### config.mk
export PLATFORM = sky130hd
export DESIGN_NAME = int4_dequant_dot_product
export DESIGN_NICKNAME = d
export VERILOG_FILES = /design/src/rtl/int4dq_pkg.sv /design/src/rtl/int4_dequant_dot_product.sv /design/src/rtl/int4dq_ctrl.sv /design/src/rtl/int4dq_datapath.sv
export VERILOG_INCLUDE_DIRS = /design/src /design/src/rtl
export SDC_FILE = /design/constraint.sdc
export NUM_CORES = 2
export LEC_CHECK = 0
export ABC_CLOCK_PERIOD_IN_PS = 12200
export BUFFER_PORTS_ARGS = -buffer_cell sky130_fd_sc_hd__buf_2
export CORE_ASPECT_RATIO = 1.75
export CORE_UTILIZATION = 50
export CTS_CLUSTER_SIZE = 24
export DETAILED_ROUTE_END_ITERATION = 8
export PLACE_DENSITY = 0.75
export SLEW_MARGIN = 10
export SYNTH_ARGS = -nofsm -noshare
export SYNTH_HDL_FRONTEND = slang
export SYNTH_HIERARCHICAL = 1
export SYNTH_SLANG_ARGS = --single-unit
### constraint.sdc
create_clock -name clk -period 12.2 [get_ports clk]
set_input_delay 2.44 -clock clk [delete_from_list [all_inputs] [get_ports clk]]
set_output_delay 2.44 -clock clk [all_outputs]
set_load 0.1 [all_outputs]
### src/rtl/int4_dequant_dot_product_macros.svh
// Assertion macros shared by the int4 dequantizing dot product RTL.
`ifndef INT4_DEQUANT_DOT_PRODUCT_MACROS_SVH
`define INT4_DEQUANT_DOT_PRODUCT_MACROS_SVH
`ifndef NO_ASSERTIONS
`define DQ_ASSERT_IMPL(name, clk_s, rstn_s, ante, cons) \
    name: assert property (@(posedge clk_s) disable iff (!rstn_s) (ante) |-> (cons)) \
        else $error("assertion failed");
`define DQ_ASSERT_NEXT(name, clk_s, rstn_s, ante, cons) \
    name: assert property (@(posedge clk_s) disable iff (!rstn_s) (ante) |=> (cons)) \
        else $error("assertion failed");
`else
`define DQ_ASSERT_IMPL(name, clk_s, rstn_s, ante, cons)
`define DQ_ASSERT_NEXT(name, clk_s, rstn_s, ante, cons)
`endif
`endif

### src/rtl/int4dq_pkg.sv
// Types, constants and float conversion functions for the int4 dequantizing dot product.
package int4dq_pkg;

    localparam int NIBBLES       = 8;
    localparam int NIB_W         = 4;
    localparam int LANE_W        = 3;
    localparam int LANES_DEFAULT = 8;

    typedef enum logic [1:0] {
        STEP_SUB  = 2'd0,
        STEP_MULS = 2'd1,
        STEP_MULA = 2'd2,
        STEP_ACC  = 2'd3
    } step_t;

    typedef struct packed {
        logic              load;
        logic              run_a;
        logic              run_b;
        step_t             step;
        logic [LANE_W-1:0] lane;
        logic              finish;
    } cmd_t;

    typedef struct packed {
        logic last;
        logic out_free;
    } status_t;

    function automatic logic [31:0] f16_to_f32(input logic [15:0] h);
        logic       s;
        logic [4:0] e;
        logic [9:0] m;
        logic [3:0] p;
        logic [9:0] mn;
        logic [31:0] r;
        begin
            s = h[15];
            e = h[14:10];
            m = h[9:0];
            p = 4'd0;
            for (int i = 0; i < 10; i++) begin
                if (m[i]) p = 4'(i);
            end
            mn = m << (4'd10 - p);
            if (e == 5'd0) begin
                if (m == 10'd0) r = {s, 31'd0};
                else r = {s, 8'd103 + {4'd0, p}, mn, 13'd0};
            end else if (e == 5'd31) begin
                if (m == 10'd0) r = {s, 8'hFF, 23'd0};
                else r = {s, 8'hFF, 23'h400000 | {m, 13'd0}};
            end else begin
                r = {s, {3'd0, e} + 8'd112, m, 13'd0};
            end
            return r;
        end
    endfunction

    function automatic logic [31:0] nib_to_f32(input logic [NIB_W-1:0] q);
        logic [2:0]  p;
        logic [22:0] t;
        logic [31:0] r;
        begin
            p = 3'd0;
            for (int i = 0; i < NIB_W; i++) begin
                if (q[i]) p = 3'(i);
            end
            t = {q, 19'd0};
            if (q == '0) r = 32'd0;
            else r = {1'b0, 8'd127 + {5'd0, p}, t << (3'd4 - p)};
            return r;
        end
    endfunction

    function automatic logic [15:0] f32_to_f16(input logic [31:0] u);
        logic        s;
        logic [7:0]  ex;
        logic [22:0] man;
        logic [7:0]  shift;
        logic [23:0] m;
        logic [23:0] q;
        logic [23:0] rem;
        logic [23:0] half;
        logic [15:0] h;
        logic [12:0] rem13;
        logic [15:0] r;
        begin
            s     = u[31];
            ex    = u[30:23];
            man   = u[22:0];
            shift = 8'd126 - ex;
            m     = {1'b1, man};
            q     = m >> shift[4:0];
            rem   = m & ~({24{1'b1}} << shift[4:0]);
            half  = 24'd1 << (shift[4:0] - 5'd1);
            h     = {s, ex[4:0] - 5'd16, man[22:13]};
            rem13 = man[12:0];
            if (ex == 8'd255) begin
                r = (man != 23'd0) ? 16'h7E00 : {s, 15'h7C00};
            end else if (ex >= 8'd143) begin
                r = {s, 15'h7C00};
            end else if (ex <= 8'd112) begin
                if (ex == 8'd0 || shift >= 8'd25) begin
                    r = {s, 15'd0};
                end else begin
                    if (rem > half || (rem == half && q[0])) q = q + 24'd1;
                    r = {s, q[14:0]};
                end
            end else begin
                if (rem13 > 13'h1000 || (rem13 == 13'h1000 && h[0])) h = h + 16'd1;
                r = h;
            end
            return r;
        end
    endfunction

endpackage

### src/rtl/int4_dequant_dot_product.sv
// Top level of the int4 dequantizing dot product: sequencer plus datapath.
//
// Input channel (in_valid/in_stall): one transfer carries a 32-bit word of eight
// 4-bit weights, eight fp16 activations, the group's fp16 scale and zero point,
// and is_last. Output channel (out_valid/out_stall): one fp16 dot_result per
// transfer whose is_last was set.
// Each nibble takes four fp32 operations (subtract zero, times scale, times
// activation, add to accumulator) on one shared float unit, each in two phases:
// phase A multiplies or aligns and adds, phase B normalizes and rounds. An item
// thus holds the input side from its transfer through all its nibbles and the
// finish state, and a result appears in the cycle after that.
// The output register lets the next item be taken and worked on while a result
// waits; only a second result stalls, in the finish state, until the first leaves.
// Reset clears the accumulator to +0 and drops any pending result.
module int4_dequant_dot_product
    import int4dq_pkg::*;
#(
    parameter int LANES = LANES_DEFAULT
)
(
    input  logic        clk,
    input  logic        rst_n,
    input  logic        in_valid,
    output logic        in_stall,
    input  logic [31:0] packed_word,
    input  logic [15:0] act_0,
    input  logic [15:0] act_1,
    input  logic [15:0] act_2,
    input  logic [15:0] act_3,
    input  logic [15:0] act_4,
    input  logic [15:0] act_5,
    input  logic [15:0] act_6,
    input  logic [15:0] act_7,
    input  logic [15:0] group_scale,
    input  logic [15:0] zero_point,
    input  logic        is_last,
    output logic        out_valid,
    input  logic        out_stall,
    output logic [15:0] dot_result
);

    cmd_t    cmd;
    status_t status;

    int4dq_ctrl #(
        .LANES (LANES)
    ) u_ctrl (
        .clk      (clk),
        .rst_n    (rst_n),
        .in_valid (in_valid),
        .in_stall (in_stall),
        .status   (status),
        .cmd      (cmd)
    );

    int4dq_datapath u_datapath (
        .clk         (clk),
        .rst_n       (rst_n),
        .cmd         (cmd),
        .status      (status),
        .packed_word (packed_word),
        .act_0       (act_0),
        .act_1       (act_1),
        .act_2       (act_2),
        .act_3       (act_3),
        .act_4       (act_4),
        .act_5       (act_5),
        .act_6       (act_6),
        .act_7       (act_7),
        .group_scale (group_scale),
        .zero_point  (zero_point),
        .is_last     (is_last),
        .out_valid   (out_valid),
        .out_stall   (out_stall),
        .dot_result  (dot_result)
    );

endmodule

### src/rtl/int4dq_ctrl.sv
// Sequencer that steps the shared float unit through the four operations of every nibble.
`include "int4_dequant_dot_product_macros.svh"
module int4dq_ctrl
    import int4dq_pkg::*;
#(
    parameter int LANES = LANES_DEFAULT
)
(
    input  logic    clk,
    input  logic    rst_n,
    input  logic    in_valid,
    output logic    in_stall,
    input  status_t status,
    output cmd_t    cmd
);

    typedef enum logic [3:0] {
        S_IDLE = 4'b0001,
        S_OPA  = 4'b0010,
        S_OPB  = 4'b0100,
        S_FIN  = 4'b1000
    } state_t;

    state_t            state_reg, state_next;
    step_t             step_reg, step_next;
    logic [LANE_W-1:0] lane_reg, lane_next;

    always_ff @(posedge clk or negedge rst_n)
    begin
        if (!rst_n)
        begin
            state_reg <= S_IDLE;
            step_reg  <= STEP_SUB;
            lane_reg  <= '0;
        end
        else
        begin
            state_reg <= state_next;
            step_reg  <= step_next;
            lane_reg  <= lane_next;
        end
    end

    always_comb
    begin
        state_next = state_reg;
        step_next  = step_reg;
        lane_next  = lane_reg;
        cmd        = '0;
        cmd.step   = step_reg;
        cmd.lane   = lane_reg;
        case (state_reg)
            S_IDLE:
            begin
                if (in_valid)
                begin
                    cmd.load   = 1'b1;
                    step_next  = STEP_SUB;
                    lane_next  = '0;
                    state_next = S_OPA;
                end
            end
            S_OPA:
            begin
                cmd.run_a  = 1'b1;
                state_next = S_OPB;
            end
            S_OPB:
            begin
                cmd.run_b  = 1'b1;
                state_next = S_OPA;
                case (step_reg)
                    STEP_SUB:  step_next = STEP_MULS;
                    STEP_MULS: step_next = STEP_MULA;
                    STEP_MULA: step_next = STEP_ACC;
                    default:
                    begin
                        step_next = STEP_SUB;
                        if (lane_reg == LANE_W'(LANES - 1)) state_next = S_FIN;
                        else lane_next = lane_reg + 1'b1;
                    end
                endcase
            end
            S_FIN:
            begin
                // A result waits here until the output register can take it.
                if (!status.last || status.out_free)
                begin
                    cmd.finish = 1'b1;
                    state_next = S_IDLE;
                end
            end
            default:
            begin
                state_next = S_IDLE;
            end
        endcase
    end

    assign in_stall = (state_reg != S_IDLE);

    `DQ_ASSERT_NEXT(a_then_b, clk, rst_n, cmd.run_a, cmd.run_b)
    `DQ_ASSERT_NEXT(busy_after_transfer, clk, rst_n, in_valid && !in_stall, in_stall)
    `DQ_ASSERT_IMPL(lane_bound, clk, rst_n, state_reg != S_IDLE, lane_reg <= LANE_W'(LANES - 1))

endmodule

### src/rtl/int4dq_datapath.sv
// Operand registers, two-phase fp32 add/multiply unit, accumulator and output register.
module int4dq_datapath
    import int4dq_pkg::*;
(
    input  logic        clk,
    input  logic        rst_n,
    input  cmd_t        cmd,
    output status_t     status,
    input  logic [31:0] packed_word,
    input  logic [15:0] act_0,
    input  logic [15:0] act_1,
    input  logic [15:0] act_2,
    input  logic [15:0] act_3,
    input  logic [15:0] act_4,
    input  logic [15:0] act_5,
    input  logic [15:0] act_6,
    input  logic [15:0] act_7,
    input  logic [15:0] group_scale,
    input  logic [15:0] zero_point,
    input  logic        is_last,
    output logic        out_valid,
    input  logic        out_stall,
    output logic [15:0] dot_result
);

    logic [31:0] word_reg;
    logic [31:0] act_reg [NIBBLES];
    logic [31:0] scale_reg;
    logic [31:0] zero_reg;
    logic        last_reg;
    logic [31:0] t_reg;
    logic [31:0] acc_reg;
    logic        out_valid_reg;
    logic [15:0] dot_result_reg;

    // Registered raw result between the two phases.
    logic               ra_sign_reg;
    logic signed [10:0] ra_exp_reg;
    logic [49:0]        ra_x_reg;
    logic               ra_spec_reg;
    logic [31:0]        ra_spec_val_reg;

    logic [31:0] opa, opb;
    logic        is_mul;

    always_comb
    begin
        opa    = t_reg;
        opb    = scale_reg;
        is_mul = 1'b1;
        case (cmd.step)
            STEP_SUB:
            begin
                opa    = nib_to_f32(word_reg[{cmd.lane, 2'b00} +: NIB_W]);
                opb    = {~zero_reg[31], zero_reg[30:0]};
                is_mul = 1'b0;
            end
            STEP_MULS:
            begin
                opa = t_reg;
                opb = scale_reg;
            end
            STEP_MULA:
            begin
                opa = t_reg;
                opb = act_reg[cmd.lane];
            end
            default:
            begin
                opa    = acc_reg;
                opb    = t_reg;
                is_mul = 1'b0;
            end
        endcase
    end

    // Phase A: unpack, multiply or align and add.
    logic        sa, sb;
    logic [7:0]  efa, efb, ea, eb;
    logic [23:0] ma, mb;
    logic        nan_a, nan_b, inf_a, inf_b, zero_a, zero_b;
    logic [47:0] prod;
    logic        a_big;
    logic [7:0]  ebig, d;
    logic [23:0] mbig, msml;
    logic [49:0] xbig, xsml0, xsml, xsum;
    logic        sbig, eff_sub;
    logic               pa_sign;
    logic signed [10:0] pa_exp;
    logic [49:0]        pa_x;
    logic               pa_spec;
    logic [31:0]        pa_spec_val;

    always_comb
    begin
        sa     = opa[31];
        sb     = opb[31];
        efa    = opa[30:23];
        efb    = opb[30:23];
        ea     = (efa == 8'd0) ? 8'd1 : efa;
        eb     = (efb == 8'd0) ? 8'd1 : efb;
        ma     = {efa != 8'd0, opa[22:0]};
        mb     = {efb != 8'd0, opb[22:0]};
        nan_a  = (efa == 8'hFF) && (opa[22:0] != 23'd0);
        nan_b  = (efb == 8'hFF) && (opb[22:0] != 23'd0);
        inf_a  = (efa == 8'hFF) && (opa[22:0] == 23'd0);
        inf_b  = (efb == 8'hFF) && (opb[22:0] == 23'd0);
        zero_a = (efa == 8'd0) && (opa[22:0] == 23'd0);
        zero_b = (efb == 8'd0) && (opb[22:0] == 23'd0);

        prod = ma * mb;

        a_big   = {ea, ma} >= {eb, mb};
        ebig    = a_big ? ea : eb;
        d       = a_big ? (ea - eb) : (eb - ea);
        mbig    = a_big ? ma : mb;
        msml    = a_big ? mb : ma;
        sbig    = a_big ? sa : sb;
        eff_sub = sa ^ sb;
        xbig    = {1'b0, mbig, 25'd0};
        xsml0   = {1'b0, msml, 25'd0};
        if (d >= 8'd50) xsml = {49'd0, |msml};
        else xsml = (xsml0 >> d) | {49'd0, |(xsml0 & ~({50{1'b1}} << d))};
        xsum = eff_sub ? (xbig - xsml) : (xbig + xsml);

        if (is_mul)
        begin
            pa_sign     = sa ^ sb;
            pa_exp      = $signed({3'd0, ea}) + $signed({3'd0, eb}) - 11'sd126;
            pa_x        = {1'b0, prod, 1'b0};
            pa_spec     = nan_a | nan_b | inf_a | inf_b;
            if (nan_a | nan_b | (inf_a & zero_b) | (zero_a & inf_b))
                pa_spec_val = 32'h7FC00000;
            else
                pa_spec_val = {sa ^ sb, 8'hFF, 23'd0};
        end
        else
        begin
            // An exact cancellation gives +0 unless both operands are negative.
            pa_sign     = (xsum == 50'd0) ? (sa & sb) : sbig;
            pa_exp      = $signed({3'd0, ebig});
            pa_x        = xsum;
            pa_spec     = nan_a | nan_b | inf_a | inf_b;
            if (nan_a | nan_b | (inf_a & inf_b & eff_sub))
                pa_spec_val = 32'h7FC00000;
            else
                pa_spec_val = {inf_a ? sa : sb, 8'hFF, 23'd0};
        end
    end

    // Phase B: normalize, handle subnormals, round to nearest even.
    logic [5:0]         lead, lz;
    logic [49:0]        xn;
    logic signed [10:0] e1;
    logic [10:0]        sh;
    logic [26:0]        m27, ms;
    logic [7:0]         efield;
    logic               inc;
    logic [30:0]        body;
    logic [31:0]        res_b;

    always_comb
    begin
        lead = 6'd0;
        for (int i = 0; i < 50; i++)
        begin
            if (ra_x_reg[i]) lead = 6'(i);
        end
        lz  = 6'd49 - lead;
        xn  = ra_x_reg << lz;
        e1  = ra_exp_reg + 11'sd1 - $signed({5'd0, lz});
        m27 = {xn[49:24], |xn[23:0]};
        sh  = 11'(11'sd1 - e1);
        if (e1 <= 11'sd0)
        begin
            efield = 8'd0;
            if (sh >= 11'd27) ms = {26'd0, |m27};
            else ms = (m27 >> sh[4:0]) | {26'd0, |(m27 & ~({27{1'b1}} << sh[4:0]))};
        end
        else
        begin
            efield = e1[7:0];
            ms     = m27;
        end
        inc  = ms[2] & (ms[1] | ms[0] | ms[3]);
        body = {efield, ms[25:3]} + {30'd0, inc};
        if (ra_spec_reg) res_b = ra_spec_val_reg;
        else if (ra_x_reg == 50'd0) res_b = {ra_sign_reg, 31'd0};
        else if (e1 >= 11'sd255) res_b = {ra_sign_reg, 8'hFF, 23'd0};
        else res_b = {ra_sign_reg, body};
    end

    always_ff @(posedge clk)
    begin
        if (cmd.load)
        begin
            word_reg   <= packed_word;
            act_reg[0] <= f16_to_f32(act_0);
            act_reg[1] <= f16_to_f32(act_1);
            act_reg[2] <= f16_to_f32(act_2);
            act_reg[3] <= f16_to_f32(act_3);
            act_reg[4] <= f16_to_f32(act_4);
            act_reg[5] <= f16_to_f32(act_5);
            act_reg[6] <= f16_to_f32(act_6);
            act_reg[7] <= f16_to_f32(act_7);
            scale_reg  <= f16_to_f32(group_scale);
            zero_reg   <= f16_to_f32(zero_point);
            last_reg   <= is_last;
        end
        if (cmd.run_a)
        begin
            ra_sign_reg     <= pa_sign;
            ra_exp_reg      <= pa_exp;
            ra_x_reg        <= pa_x;
            ra_spec_reg     <= pa_spec;
            ra_spec_val_reg <= pa_spec_val;
        end
        if (cmd.run_b && cmd.step != STEP_ACC)
        begin
            t_reg <= res_b;
        end
        if (cmd.finish && last_reg)
        begin
            dot_result_reg <= f32_to_f16(acc_reg);
        end
    end

    always_ff @(posedge clk or negedge rst_n)
    begin
        if (!rst_n)
        begin
            acc_reg       <= 32'd0;
            out_valid_reg <= 1'b0;
        end
        else
        begin
            if (cmd.run_b && cmd.step == STEP_ACC) acc_reg <= res_b;
            else if (cmd.finish && last_reg) acc_reg <= 32'd0;
            if (cmd.finish && last_reg) out_valid_reg <= 1'b1;
            else if (!out_stall) out_valid_reg <= 1'b0;
        end
    end

    assign status.last     = last_reg;
    assign status.out_free = !out_valid_reg || !out_stall;
    assign out_valid       = out_valid_reg;
    assign dot_result      = dot_result_reg;

endmodule
* Word-level counts from Yosys, hierarchy flattened
Memories as Yosys holds them, arrays and structs flattened. Index checks and enable logic that the tools add are counted.
Word-level totals: register bits 282, latch bits 0, bits in writable memories 256, bits in read-only memories 0, bits of input ports 197, output and inout port bits 18, logic and storage cells 477, memories kept 1
Memories:
- u_datapath.act_reg | words 8, width 32, read ports 1, clocked after memory_dff 0, wr ports 8, line int4dq_datapath.sv:27 | logic [31:0] act_reg [NIBBLES];
Operators by class: $add $sub $neg 49, $mul 1, div/mod/pow operators 0, order comparisons 10, equality and inequality tests 30, shift operators 20, mux-type cells 259, bitwise gates (word level) 24, reduce and logical (&&, ||, !) cells 65
Operators by type and width (count):
- $mux 31 | 33
- $mux 32 | 14
- $mux 23 | 10
- $mux 4 | 42
- $mux 3 | 50
- $mux 6 | 18
- $logic_not 10->1 | 10
- $logic_not 50->1 | 2
- $mux 50 | 2
- $reduce_or 50->1 | 2
- $shl 10x4->10 | 10
- $pmux 32 s3 | 1
- $add 5x7->8 const B | 10
- $add 7x4->8 const A | 10
- $mux 16 | 5
- $mux 5 | 16
- $reduce_bool 23->1 | 3
- $pmux 32 s2 | 1
- $mux 26 | 2
- $add 49x50->50 | 1
- $and 49x50->50 | 1
- $eq 5x5->1 const B | 10
- $logic_not 5->1 | 10
- $not 50->50 | 1
- 87 further kinds | 194

* Logic depth before layout (Yosys ltp)
depth in word-level cells 67, gate-level depth with buffers 59

* Hierarchy
The synthesis kept the hierarchy.
Modules (own cells, without submodules):
- int4dq_datapath | instances 1, cells each 7522, area each 61815.5 um^2, seq. area each 10585.2 um^2
- int4dq_ctrl | instances 1, cells each 55, area each 608.1 um^2, seq. area each 226.5 um^2

* Worst setup path before layout
Ideal clock, no wire load.
path type register -> register, start point reg u_ctrl.lane_reg[0], end point reg u_datapath.ra_sign_reg, data pin, library setup time 0.255 ns, arrival time 10.491 ns, data required time 11.945 ns, slack 1.454 ns, stages on the path, launching flop included 51, buffers on the path 12, period minus slack after synthesis 10.746 ns, cells stage by stage dfrtp_1 buf_6 buf_12 buf_12 or2_2 o32ai_1 a211o_1 inv_1 ha_1 or4_1 nor3_2 nor2_2 inv_2 buf_1 ha_1 nor3_1 a211oi_1 a21o_1 [... 15 more ...] a21oi_1 o21ai_0 a21oi_1 o21bai_1 a21oi_1 o21ai_0 a211o_1 a2111oi_0 o311ai_0 a21oi_1 o41ai_1 a2111oi_0 a22oi_1 xnor2_1 nand2_1 nor4_2 nand3b_1 a31o_1
On the way: longest elaborated chain between the ends 23, elaborated cells on any way between the ends 43
RTL lines:
- start, declared | line int4dq_ctrl.sv:26 | logic [LANE_W-1:0] lane_reg, lane_next;
- start signal, assigned | line int4dq_ctrl.sv:40 | lane_reg <= lane_next;
- $shiftx 32x6->4 | line int4dq_datapath.sv:54 | opa = nib_to_f32(word_reg[{cmd.lane, 2'b00} +: NIB_W]);
- $mux 1 | line int4dq_pkg.sv:66 | if (q[i]) p = 3'(i);
- $mux 3 (2 in a row) | line int4dq_pkg.sv:66
- $mux 3 | line int4dq_datapath.sv:51 | case (cmd.step)
- $add 7x3->8 | line int4dq_pkg.sv:70 | else r = {1'b0, 8'd127 + {5'd0, p}, t << (3'd4 - p)};
- $mux 31 | line int4dq_pkg.sv:69 | if (q == '0) r = 32'd0;
- $pmux 32 s2 | line int4dq_datapath.sv:51
- $logic_not 8->1 | line int4dq_datapath.sv:100 | ea = (efa == 8'd0) ? 8'd1 : efa;
- [... 7 more ...]
- $or 50x1->50 | line int4dq_datapath.sv:123 | else xsml = (xsml0 >> d) | {49'd0, |(xsml0 & ~({50{1'b1}} << d))};
- $mux 50 | line int4dq_datapath.sv:122 | if (d >= 8'd50) xsml = {49'd0, |msml};
- $add 49x50->50 or $sub 49x50->50 (tied branches) | line int4dq_datapath.sv:124 | xsum = eff_sub ? (xbig - xsml) : (xbig + xsml);
- $mux 50 | line int4dq_datapath.sv:124
- $logic_not 50->1 | line int4dq_datapath.sv:140 | pa_sign = (xsum == 50'd0) ? (sa & sb) : sbig;
- $mux 1 | line int4dq_datapath.sv:140
- $mux 1 * | line int4dq_datapath.sv:126 | if (is_mul)
- named net u_datapath.pa_sign | line int4dq_datapath.sv:88 | logic pa_sign;
- end signal, assigned | line int4dq_datapath.sv:212 | ra_sign_reg <= pa_sign;
- end, declared | line int4dq_datapath.sv:37 | logic ra_sign_reg;
The timed path passes the listed nets; every way through them passes the cells marked *. The select of a mux whose other input is x is not followed. A chain may end at the register's enable or synchronous reset.

* Worst setup path after layout
start point reg u_ctrl.lane_reg[1], end point reg u_datapath.ra_sign_reg, data pin
The elaborated chain is that of the path after synthesis.

==> out/summary.txt <==
Status -> complete, no violations
Die Span X -> 269 µm
Row Count -> 171
Nets@finish -> 8909
CP max FO -> 26
Slowest stage delay, CP -> 630 ps
Setup TNS -> 0 ps
Synth top area share -> 15.6%
Port buffer count -> 214
Main area contributors after synthesis -> edfxtp_1 16%, fa_1 16%, ha_1 7.8%
Routed wire per std cell -> 32.3 µm
Initial antenna violation count -> 55
Async SR Flop Fraction -> 11.4%
Yosys warns -> 6
Hold WC Path Type -> flip-flop to flip-flop
Die Area -> 126000 µm²
Num CTS Buffers -> 37
Final setup viols -> 0
Min Clock Period, post-route -> 11820 ps
1st-iter DRT viols -> 7722
Die Ht -> 469 µm
Total gr overflow -> 0
Area grow syn2layout -> 10.2%
Synthesized area per cell -> 8.24 µm²
Tcrit/Tclk final -> 96.9%
Starting density of the core -> 50.4%
CTS tree -> done
Yosys reg bits -> 367
Clk_skew -> 93.6 ps
Hold_buf cts -> 0
CP Capture Type -> flip-flop
WHS Path Cells -> 1
FF-to-FF path depth -> 50
Most common cell in the netlist -> nand2_1
Hold Vio Cnt, Final -> 0
Sequential fraction of the synthesis area -> 17.3%
Post-synth top cells -> 991 x nand2_1, 760 x nor2_1, 757 x inv_1
Largest register FFs -> 144
Unrepaired setup endpoints after global routing -> false
First-pass GRT wire length -> 446 mm
Startpoint Class -> flip-flop
Via Count -> 65520
Pin count of the biggest net entering global routing -> 140
Max Root-Sink Buffers -> 3
Synth area leader -> edfxtp_1
Clk root buf -> clkbuf_16
Gate count after technology mapping -> 7577
Most common cell on crit path -> buf_4
Worst Path Required -> 12580 ps
Gpl congestion -> 1.10
Skew-Pair Late Insertion Delay -> 700 ps
Cell at the slowest stage of the critical path -> dfrtp_4
Crit path kind -> flip-flop to flip-flop
Total GRT Usage -> 49.0%
Number of clock sinks -> 367
Post-synth EDFFs -> 325
Clock transition at path regs -> 70 ps
Max_slew headroom -> 12.8%
# IOs -> 215
Vias per inst -> 6.86
Most common flop cell mapped by yosys -> edfxtp_1
Detailed Routing Iterations Pass 1 -> 9
Slew of the pin with the lowest slew margin -> 1300 ps
Core outline area -> 124000 µm²
Post-Syn Nets -> 8651
Drt drc -> 0
Htree depth -> 2
Total Routed Length -> 309 mm
Fmax achieved -> 84.6 MHz
Final HPWL from detailed placement -> 238 mm
Final Max Tran Viols -> 0
Routed Antenna Nets -> 0
Ratio of cells with drive above 1 in the final layout -> 13.9%
Vias in the first global route -> 65400
Critical path arrival -> 12200 ps
Syn Std Cell Area -> 62400 µm²
Post-synthesis cell type count -> 131
Maxcap violations -> 0
[path summary, 6_finish.rpt]
kind                                                 endpoint                                from  slack (ps)
hold / removal             u_datapath/acc_reg[31]$_DFFE_PN0P_  u_datapath/acc_reg[31]$_DFFE_PN0P_         630
setup reg to reg             u_datapath/ra_sign_reg$_DFFE_PP_      u_ctrl/lane_reg[1]$_DFFE_PN0P_         380
hold reg to reg            u_datapath/acc_reg[31]$_DFFE_PN0P_  u_datapath/acc_reg[31]$_DFFE_PN0P_         630
min in group asynchronous      u_ctrl/step_reg[0]$_DFFE_PN0P_                               rst_n        1850
setup / recovery             u_datapath/ra_sign_reg$_DFFE_PP_      u_ctrl/lane_reg[1]$_DFFE_PN0P_         380
max in group asynchronous      u_ctrl/lane_reg[1]$_DFFE_PN0P_                               rst_n        9830
[area by class of cell]
type	count	area (µm²)
Clock inverter	25	364
Fill cell	11533	55100
Tap cell	1643	2060
Sequential cell	367	10800
Multi-Input combinational cell	5956	46800
Timing Repair Buffer	691	4740
Antenna cell	50	125
Clock buffer	41	941
Inverter	782	2940
[metrics by stage]
step           instances  cell area, µm²  setup slack (ps)  utilization (%)  hold WS, ps
6_report            9555           68800               378             55.5          626
2_1_floorplan       7577           62400              1450                -          473
5_1_grt             9537           68800              28.9             55.5          634
3_3_place_gp        9430           67200               470             54.2          575
4_1_cts             9496           68500               410             55.3          616
3_5_place_dp        9430           67200               478             54.2          591
[critical path: cells and delay by family, from the launching register on]
family,cells,cell delay (ps)
flops,1,630
fa+ha+maj,3,980
mux,1,530
buf+inv,11,2170
simple gates,13,2340
compound gates,22,4820
[layout by cell type (no fill, tap or decap), drive strengths merged, types with 67 or more instances in the layout]
| master | Yosys | final |
|---|---|---|
| nand2 | 991 | 991 |
| inv | 771 | 776 |
| nor2 | 762 | 762 |
| buf | 153 | 690 |
| fa | 487 | 487 |
| ha | 390 | 390 |
| o21ai | 388 | 388 |
| a21oi | 386 | 386 |
| edfxtp | 325 | 325 |
| mux2i | 222 | 222 |
| nand3 | 169 | 169 |
| nor3 | 137 | 137 |
| xnor2 | 112 | 112 |
| mux4 | 111 | 111 |
| a21o | 103 | 103 |
| o211ai | 98 | 98 |
| nand2b | 86 | 86 |
| a211oi | 74 | 74 |
| and2 | 71 | 71 |
| nand4 | 71 | 71 |
| nor2b | 67 | 67 |
| a22oi | 67 | 67 |
[repair_timing]
action | 4_1_cts | 5_1_grt
setup buffers | 0 | 1
setup endpoints to repair | 0 | 2
endpoints found under the hold margin | 0 | 0
gates resized for setup | 0 | 17
[kinds of logic after synthesis]
family,Yosys count,share of synthesized area (%)
compound gates,1880,20.7
flops,367,17.3
fa+ha+maj,878,23.5
buf+inv,1254,8.08
xor+xnor,167,2.34
mux,391,8.69
simple gates,2640,19.4
[layer usage]
metal	up-vias	GRT usage (%)	wire length, µm
li1	27446	-	-
met3	1897	16.1	31600
met5	-	0.0783	142
met4	20	52.6	41500
met2	4596	76.9	141000
met1	31561	48.4	94700
Power is left out: the tool's default activity adds up to more than one toggle a clock period on the data nets, which glitch-free logic cannot reach.
